$ cat config.mk
export PLATFORM = sky130hd
export DESIGN_NAME = sbus_channel_decoder
export DESIGN_NICKNAME = d
export VERILOG_FILES = /design/src/hdl/sbd_pkg.sv /design/src/hdl/sbd_unpack.sv /design/src/hdl/sbd_center.sv /design/src/hdl/sbus_channel_decoder.sv
export SDC_FILE = /design/constraint.sdc
export NUM_CORES = 1
export LEC_CHECK = 0
export CAP_MARGIN = 15
export CELL_PAD_IN_SITES_DETAIL_PLACEMENT = 0
export CELL_PAD_IN_SITES_GLOBAL_PLACEMENT = 1
export CORE_UTILIZATION = 54
export DETAILED_ROUTE_END_ITERATION = 10
export DONT_BUFFER_PORTS = 1
export GPL_ROUTABILITY_DRIVEN = 1
export PLACE_DENSITY = 0.94
export SYNTH_ARGS = -nofsm -noshare
export SYNTH_HDL_FRONTEND = slang
export SYNTH_HIERARCHICAL = 1
export SYNTH_SLANG_ARGS = --single-unit
$ cat constraint.sdc
create_clock -name clk -period 8.9 [get_ports clk]
set_clock_uncertainty 0.15 [all_clocks]
set_input_delay 0.445 -clock clk [delete_from_list [all_inputs] [get_ports clk]]
set_output_delay 0.445 -clock clk [all_outputs]
set_load 0.005 [all_outputs]
$ cat src/hdl/sbd_pkg.sv
// sbd_pkg: shared types and constants of the serial-bus channel decoder.
// No dependencies; imported by every module under hdl/.
package sbd_pkg;

  localparam logic [7:0] SYNC_BYTE      = 8'h0F;
  localparam logic [4:0] NUM_CHANNELS   = 5'd16;
  localparam logic [4:0] FRAME_BYTES    = 5'd25;
  localparam logic [4:0] LAST_DATA_BYTE = 5'd22;
  localparam logic [4:0] RAW_BITS       = 5'd11;
  localparam logic [4:0] BITS_PER_BYTE  = 5'd8;
  localparam logic [3:0] MAX_BITS_HELD  = 4'd10;

  localparam int BUF_W = 18;
  localparam int RAW_W = 11;

  localparam logic [10:0] CENTER_RESET  = 11'd1024;
  localparam logic [10:0] DEADBAND_RESET = 11'd20;
  localparam logic [4:0]  DB_CHAN_RESET  = 5'd4;

  // configuration register indexes
  typedef enum logic [1:0] {
    CFG_CENTER   = 2'd0,
    CFG_DEADBAND = 2'd1,
    CFG_DB_CHANS = 2'd2,
    CFG_UNUSED   = 2'd3
  } cfg_idx_t;

  typedef struct packed {
    logic [10:0] center_value;
    logic [10:0] deadband;
    logic [4:0]  deadband_channels;
  } cfg_t;

  // one completed raw channel from the unpacker
  typedef struct packed {
    logic             fire;
    logic [3:0]       chan;
    logic [RAW_W-1:0] raw;
    logic             last;
  } chan_res_t;

endpackage

$ cat src/hdl/sbd_unpack.sv
// sbd_unpack: frame tracking and LSB-first bit packing of data bytes into
// 11-bit raw channels. Depends on sbd_pkg.
module sbd_unpack (
  input  logic               clk,
  input  logic               rst_n,
  input  logic               go,
  input  logic [7:0]         rx_byte,
  input  logic               frame_first,
  output sbd_pkg::chan_res_t res
);
  import sbd_pkg::*;

  logic [4:0]       byte_pos_r, byte_pos_nxt;
  logic             frame_ok_r, frame_ok_nxt;
  logic [BUF_W-1:0] buf_r, buf_nxt;
  logic [4:0]       held_r, held_nxt;
  logic [4:0]       next_ch_r, next_ch_nxt;

  logic [BUF_W-1:0] merged;
  logic [4:0]       held_sum;
  logic             take;

  always_comb begin
    merged   = buf_r | (BUF_W'(rx_byte) << held_r[3:0]);
    held_sum = held_r + BITS_PER_BYTE;
    take     = frame_ok_r && (byte_pos_r >= 5'd1) && (byte_pos_r <= LAST_DATA_BYTE) &&
               (next_ch_r < NUM_CHANNELS);

    byte_pos_nxt = byte_pos_r;
    frame_ok_nxt = frame_ok_r;
    buf_nxt      = buf_r;
    held_nxt     = held_r;
    next_ch_nxt  = next_ch_r;
    // fire tells whether the presented byte completes a channel, independent of go
    res.fire     = !frame_first && take && (held_sum >= RAW_BITS);
    res.chan     = next_ch_r[3:0];
    res.raw      = merged[RAW_W-1:0];
    res.last     = (next_ch_r == NUM_CHANNELS - 5'd1);

    if (go) begin
      if (frame_first) begin
        // restart: drop any partial frame
        frame_ok_nxt = (rx_byte == SYNC_BYTE);
        buf_nxt      = '0;
        held_nxt     = '0;
        next_ch_nxt  = '0;
        byte_pos_nxt = 5'd1;
      end else begin
        if (byte_pos_r < FRAME_BYTES) begin
          byte_pos_nxt = byte_pos_r + 5'd1;
        end
        if (take) begin
          if (held_sum < RAW_BITS) begin
            buf_nxt  = merged;
            held_nxt = held_sum;
          end else begin
            buf_nxt     = merged >> RAW_W;
            held_nxt    = held_sum - RAW_BITS;
            next_ch_nxt = next_ch_r + 5'd1;
          end
        end
      end
    end
  end

  always_ff @(posedge clk) begin
    if (!rst_n) begin
      byte_pos_r <= '0;
      frame_ok_r <= 1'b0;
      buf_r      <= '0;
      held_r     <= '0;
      next_ch_r  <= '0;
    end else begin
      byte_pos_r <= byte_pos_nxt;
      frame_ok_r <= frame_ok_nxt;
      buf_r      <= buf_nxt;
      held_r     <= held_nxt;
      next_ch_r  <= next_ch_nxt;
    end
  end

  a_chan_bound: assert property (@(posedge clk) disable iff (!rst_n)
    next_ch_r <= NUM_CHANNELS)
    else $error("channel counter ran past the channel count");

  a_held_bound: assert property (@(posedge clk) disable iff (!rst_n)
    held_r <= {1'b0, MAX_BITS_HELD})
    else $error("bit buffer holds a full channel that was not emitted");

  a_restart: assert property (@(posedge clk) disable iff (!rst_n)
    rst_n && go && frame_first |=> byte_pos_r == 5'd1 && next_ch_r == 5'd0 && held_r == 5'd0)
    else $error("first byte did not restart the frame state");

endmodule

$ cat src/hdl/sbd_center.sv
// sbd_center: centers a raw channel and applies the deadband to the leading
// channels. Pure combinational; depends on sbd_pkg.
module sbd_center (
  input  logic                     [10:0] raw,
  input  logic                     [3:0]  chan,
  input  sbd_pkg::cfg_t                   cfg,
  output logic signed              [11:0] value
);
  import sbd_pkg::*;

  logic signed [11:0] diff;
  logic        [11:0] mag;
  logic               in_band;

  always_comb begin
    diff    = $signed({1'b0, raw}) - $signed({1'b0, cfg.center_value});
    mag     = diff[11] ? 12'(-diff) : 12'(diff);
    in_band = ({1'b0, chan} < cfg.deadband_channels) && (mag <= {1'b0, cfg.deadband});
    value   = in_band ? 12'sd0 : diff;
  end

endmodule

$ cat src/hdl/sbus_channel_decoder.sv
// sbus_channel_decoder: top level of the serial-bus frame channel decoder.
// Depends on sbd_pkg, sbd_unpack and sbd_center.
//
//  channel | direction | handshake            | payload
//  --------+-----------+----------------------+---------------------------------------
//  in_     | input     | in_valid / in_ready  | in_rx_byte[7:0], in_frame_first
//  out_    | output    | out_valid / out_ready| out_channel_number[3:0],
//          |           |                      | out_channel_value[11:0] (signed),
//          |           |                      | out_last_channel
//  cfg_    | input     | cfg_wr_en            | cfg_index[1:0], cfg_wdata[10:0]
//
// Cycles: one byte beat per clock while no completing byte waits. A beat lands
// in the input register, then unpacking and centering run combinationally into
// the result register, which raises out_valid when the completing byte moves
// on, unless a waiting result holds that byte back.
// Reset: synchronous, active low; clears frame state, both valid flags and
// restores the register defaults (center 1024, deadband 20, 4 channels).
// Stalls: a byte that completes no channel moves on even while a result
// waits; a byte that completes one holds in the input register until the
// result register frees up, and in_ready drops only then.
module sbus_channel_decoder (
  input  logic               clk,
  input  logic               rst_n,

  input  logic               in_valid,
  output logic               in_ready,
  input  logic [7:0]         in_rx_byte,
  input  logic               in_frame_first,

  output logic               out_valid,
  input  logic               out_ready,
  output logic [3:0]         out_channel_number,
  output logic signed [11:0] out_channel_value,
  output logic               out_last_channel,

  input  logic               cfg_wr_en,
  input  logic [1:0]         cfg_index,
  input  logic [10:0]        cfg_wdata
);
  import sbd_pkg::*;

  // configuration registers
  cfg_t cfg_r;

  // input register
  logic       s1_valid_r;
  logic [7:0] s1_byte_r;
  logic       s1_first_r;

  // result register
  logic               out_valid_r;
  logic [3:0]         out_num_r;
  logic signed [11:0] out_val_r;
  logic               out_last_r;

  chan_res_t          res;
  logic signed [11:0] centered;
  logic               out_free;
  logic               s1_adv;

  // Take register writes at once; indexes past the list are dropped.
  always_ff @(posedge clk) begin
    if (!rst_n) begin
      cfg_r.center_value      <= CENTER_RESET;
      cfg_r.deadband          <= DEADBAND_RESET;
      cfg_r.deadband_channels <= DB_CHAN_RESET;
    end else if (cfg_wr_en) begin
      unique case (cfg_idx_t'(cfg_index))
        CFG_CENTER:   cfg_r.center_value      <= cfg_wdata;
        CFG_DEADBAND: cfg_r.deadband          <= cfg_wdata;
        CFG_DB_CHANS: cfg_r.deadband_channels <= cfg_wdata[4:0];
        CFG_UNUSED:   ;
        default:      ;
      endcase
    end
  end

  // The input register advances when its byte either yields nothing or the
  // result register can take the new channel this edge.
  assign out_free = !out_valid_r || out_ready;
  assign s1_adv   = s1_valid_r && (!res.fire || out_free);
  assign in_ready = !s1_valid_r || s1_adv;

  always_ff @(posedge clk) begin
    if (!rst_n) begin
      s1_valid_r <= 1'b0;
    end else if (in_ready) begin
      s1_valid_r <= in_valid;
    end
  end

  // payload: no reset needed
  always_ff @(posedge clk) begin
    if (in_ready && in_valid) begin
      s1_byte_r  <= in_rx_byte;
      s1_first_r <= in_frame_first;
    end
  end

  sbd_unpack u_unpack (
    .clk         (clk),
    .rst_n       (rst_n),
    .go          (s1_adv),
    .rx_byte     (s1_byte_r),
    .frame_first (s1_first_r),
    .res         (res)
  );

  sbd_center u_center (
    .raw   (res.raw),
    .chan  (res.chan),
    .cfg   (cfg_r),
    .value (centered)
  );

  // Result register: load on a completed channel, drop once taken.
  always_ff @(posedge clk) begin
    if (!rst_n) begin
      out_valid_r <= 1'b0;
    end else if (s1_adv && res.fire) begin
      out_valid_r <= 1'b1;
    end else if (out_ready) begin
      out_valid_r <= 1'b0;
    end
  end

  always_ff @(posedge clk) begin
    if (s1_adv && res.fire) begin
      out_num_r  <= res.chan;
      out_val_r  <= centered;
      out_last_r <= res.last;
    end
  end

  assign out_valid          = out_valid_r;
  assign out_channel_number = out_num_r;
  assign out_channel_value  = out_val_r;
  assign out_last_channel   = out_last_r;

  a_load_source: assert property (@(posedge clk) disable iff (!rst_n)
    $rose(out_valid_r) |-> $past(s1_valid_r))
    else $error("result appeared without a byte in the input register");

  a_no_overwrite: assert property (@(posedge clk) disable iff (!rst_n)
    out_valid_r && !out_ready |-> !(s1_adv && res.fire))
    else $error("pending result would be overwritten");

  a_empty_ready: assert property (@(posedge clk) disable iff (!rst_n)
    !s1_valid_r |-> in_ready)
    else $error("input stalled with an empty input register");

endmodule

==> metrics.txt <==
post-route cell area=5750 um^2; clock sink count=89; first-pass GRT wire length=19.1 mm; largest net degree at the start of global routing=56; post-CTS setup buffer count=0; IR Drop Worst-Case VDD=0.0908 mV; RSZ-0062 raised after global routing=no; CTS tree=yes; Post-synth EDFFs=26; WP depth=19; Critical Path Slowest Stage Cell=dfxtp_1; setup_tns=0 ns; routed len/inst=16.9 um; critical setup path kind=flip-flop to flip-flop; row count=36; Startpoint Class=flip-flop; Max Cap Viol=0; final net count=628; Worst Slack Setup Final=2.86 ns; Critical Path End=out_channel_value[11]; flop2flop setup slack=2.86 ns; TritonCTS Buffers=9; Total GRT Usage=23.9%; CP peak stage delay=0.74 ns; Main synth FF type=dfxtp_1; commonest non-fill, non-tap cells in the layout=dfxtp_1 (63), nand2_1 (54), nor2_1 (50); commonest non-fill, non-tap cell in the layout=dfxtp_1; Worst-Skew Late Latency=0.38 ns; crit path cell chain=clkinv_1 > mux4_2 > nor2_1 > or2_2 > ha_1 > o21ai_0 > o21ba_1 > a311oi_4 > o21ai_1 > a21o_1 > mux2_2 > ha_1 > nor2b_1 > o21a_1 > o21a_1 > o21ai_0 > o211ai_1 > a21oi_1 > a21oi_1; Root Driver=clkbuf_8; worst hold slack=0.0339 ns; reg2reg start=u_unpack/held_r[0]; Relative slew margins=44.9%; worst slack, placed=2.90 ns; DRC viols=0; Synth Register Bits=89; register area share after synthesis=37.7%; WP buf/inv=1; antenna cell count=0; crit-path leading delay family=compound AO/OA/AOI/OAI gates; Via density=5.97; total power=0.972 mW; Reg-to-Reg End=out_channel_value[11]; pins over their slew limit=0; syn_nets=630; Critical Path RT=8.85 ns; status=finished, final reports clean; via count=4206; final worst-path cycle share=67.9%; post-synthesis cell count=569; endpoints failing setup=0; Layout area overhead=6.21%; Max Fclk=0.165 GHz; CTS max path bufs=2; Worst-Margin Slew=0.827 ns; port bufs=0; drt pass-1 iters=6; HP Class=input port to flip-flop; average size of a mapped cell=9.52 um^2; PwrDens=169 nW/um^2; CTS clk-pin slew, worst paths=0.10 ns; die area=10400 um^2; GP Congestion=0.875; Detailed Route Iter0 Violations=238; Post-Syn Area=5420 um^2; Filler Cell Count=874; post-DP HPWL=8.64 mm; worst-path fanout max=18; Final Hold Fails=0; R2R depth=19; num ports=46; grt total ovfl=0; total routed wirelength=11.9 mm; Tmin final=6.04 ns; CORE AREA=9730 um^2; Die Span Y=102 um; H-tree Lvls=3; asr flop ratio synth=0%; placed cell area=5450 um^2; CP endpoint kind=flip-flop; final antenna-violating net count=0; leakage=2.30 nW; share of cells above drive strength 1=8.92%; die width=102 um; vias in the first global route=3931; initial antenna violation count=0; yosys warns=6; Worst setup startpoint=u_unpack/held_r[0]; worst path arrival time=5.99 ns; Starting Density=55.7%; Netlist cell types=82
[where the power goes]
part / total (mW) / switching [mW] / internal, mW
clock: 0.288 / 0.165 / 0.124
sequential: 0.443 / 0.00863 / 0.434
combinational: 0.240 / 0.138 / 0.103
[cells in the mapped netlist (5+ instances only)]
cell type | count | area, um^2
xor2_1 | 6 | 52.6
mux2_2 | 6 | 67.6
nor2b_1 | 11 | 68.8
inv_1 | 40 | 150
buf_6 | 5 | 56.3
mux2i_1 | 33 | 330
clkbuf_1 | 13 | 48.8
a21o_1 | 15 | 113
a31oi_1 | 8 | 50.1
nand2_1 | 54 | 203
nor2_1 | 50 | 188
nor3_1 | 5 | 25.0
dfxtp_1 | 63 | 1260
o21ai_0 | 14 | 70.1
a211oi_1 | 7 | 52.6
nand2b_1 | 9 | 56.3
edfxtp_1 | 26 | 781
ha_1 | 33 | 413
buf_4 | 5 | 37.5
nand3_1 | 12 | 60.1
xnor2_1 | 16 | 140
and3_1 | 6 | 37.5
a21oi_1 | 28 | 140
[logic make-up after synthesis]
group                    share of synthesized area (%)
AND/OR/NAND/NOR                                   19.0
XOR/XNOR                                          3.56
multiplexers                                      9.01
AO/OA/AOI/OAI                                     17.0
flip-flops                                        37.7
adder cells (fa/ha/maj)                           7.99
buffers and inverters                             5.75
[worst min-delay path by stage]
stage | cells past startpoint | endpoint | slack, ns | from
6_report | 1 | cfg_r[9] | 0.03 | rst_n
5_1_grt | 1 | u_unpack/next_ch_r[2] | 0.02 | rst_n
4_1_cts | 1 | cfg_r[9] | 0.002 | rst_n
3_5_place_dp | 1 | u_unpack/buf_r[4] | 0.30 | u_unpack/buf_r[4]
3_3_place_gp | 2 | u_unpack/buf_r[7] | 0.29 | u_unpack/buf_r[7]
2_1_floorplan | 2 | u_unpack/buf_r[7] | 0.28 | u_unpack/buf_r[7]
[stage by stage]
step,cells,util [%]
final,705,59.1
after detailed placement,679,56.0
after floorplan,569,-
after global placement,679,56.0
after global routing,705,59.1
after CTS,705,59.1
[state kept, by name, summed over array words and instances (netlist names), 4 cells and up]
| register | count |
|---|---|
| out_channel_number | 4 |
| u_unpack/byte_pos_r | 5 |
| u_unpack/next_ch_r | 5 |
| u_unpack/buf_r | 18 |
| out_channel_value | 12 |
| u_unpack/held_r | 5 |
| s1_byte_r | 8 |
| cfg_r | 27 |
[timing repair]
| item | 4_1_cts | 5_1_grt |
|---|---|---|
| hold buffers | 10 | 0 |
| endpoints found under the hold margin | 10 | 0 |
| resized for setup | 0 | 0 |
[layout make-up]
class                      instances  area (um^2)  share of cell area [%]
timing repair buffer              13          123                    2.13
sequential                        89         2040                    35.5
clock buffer                      10          149                    2.59
tap                              133          166                    2.89
inverter                          41          154                    2.67
clock inverter                     6         56.3                   0.978
multi-input combinational        413         3060                    53.3
[per-layer routing]
layer  part of all wire (%)  track usage (%)  vias to the layer above
li1                       -                -                     2055
met1                     48             33.3                     2008
met2                     46             36.9                      121
met3                    4.1             4.51                       22
met4                    2.0             9.23                        0
met5                      0                0                        -
Note: power is estimated with default switching activity, not from simulation.
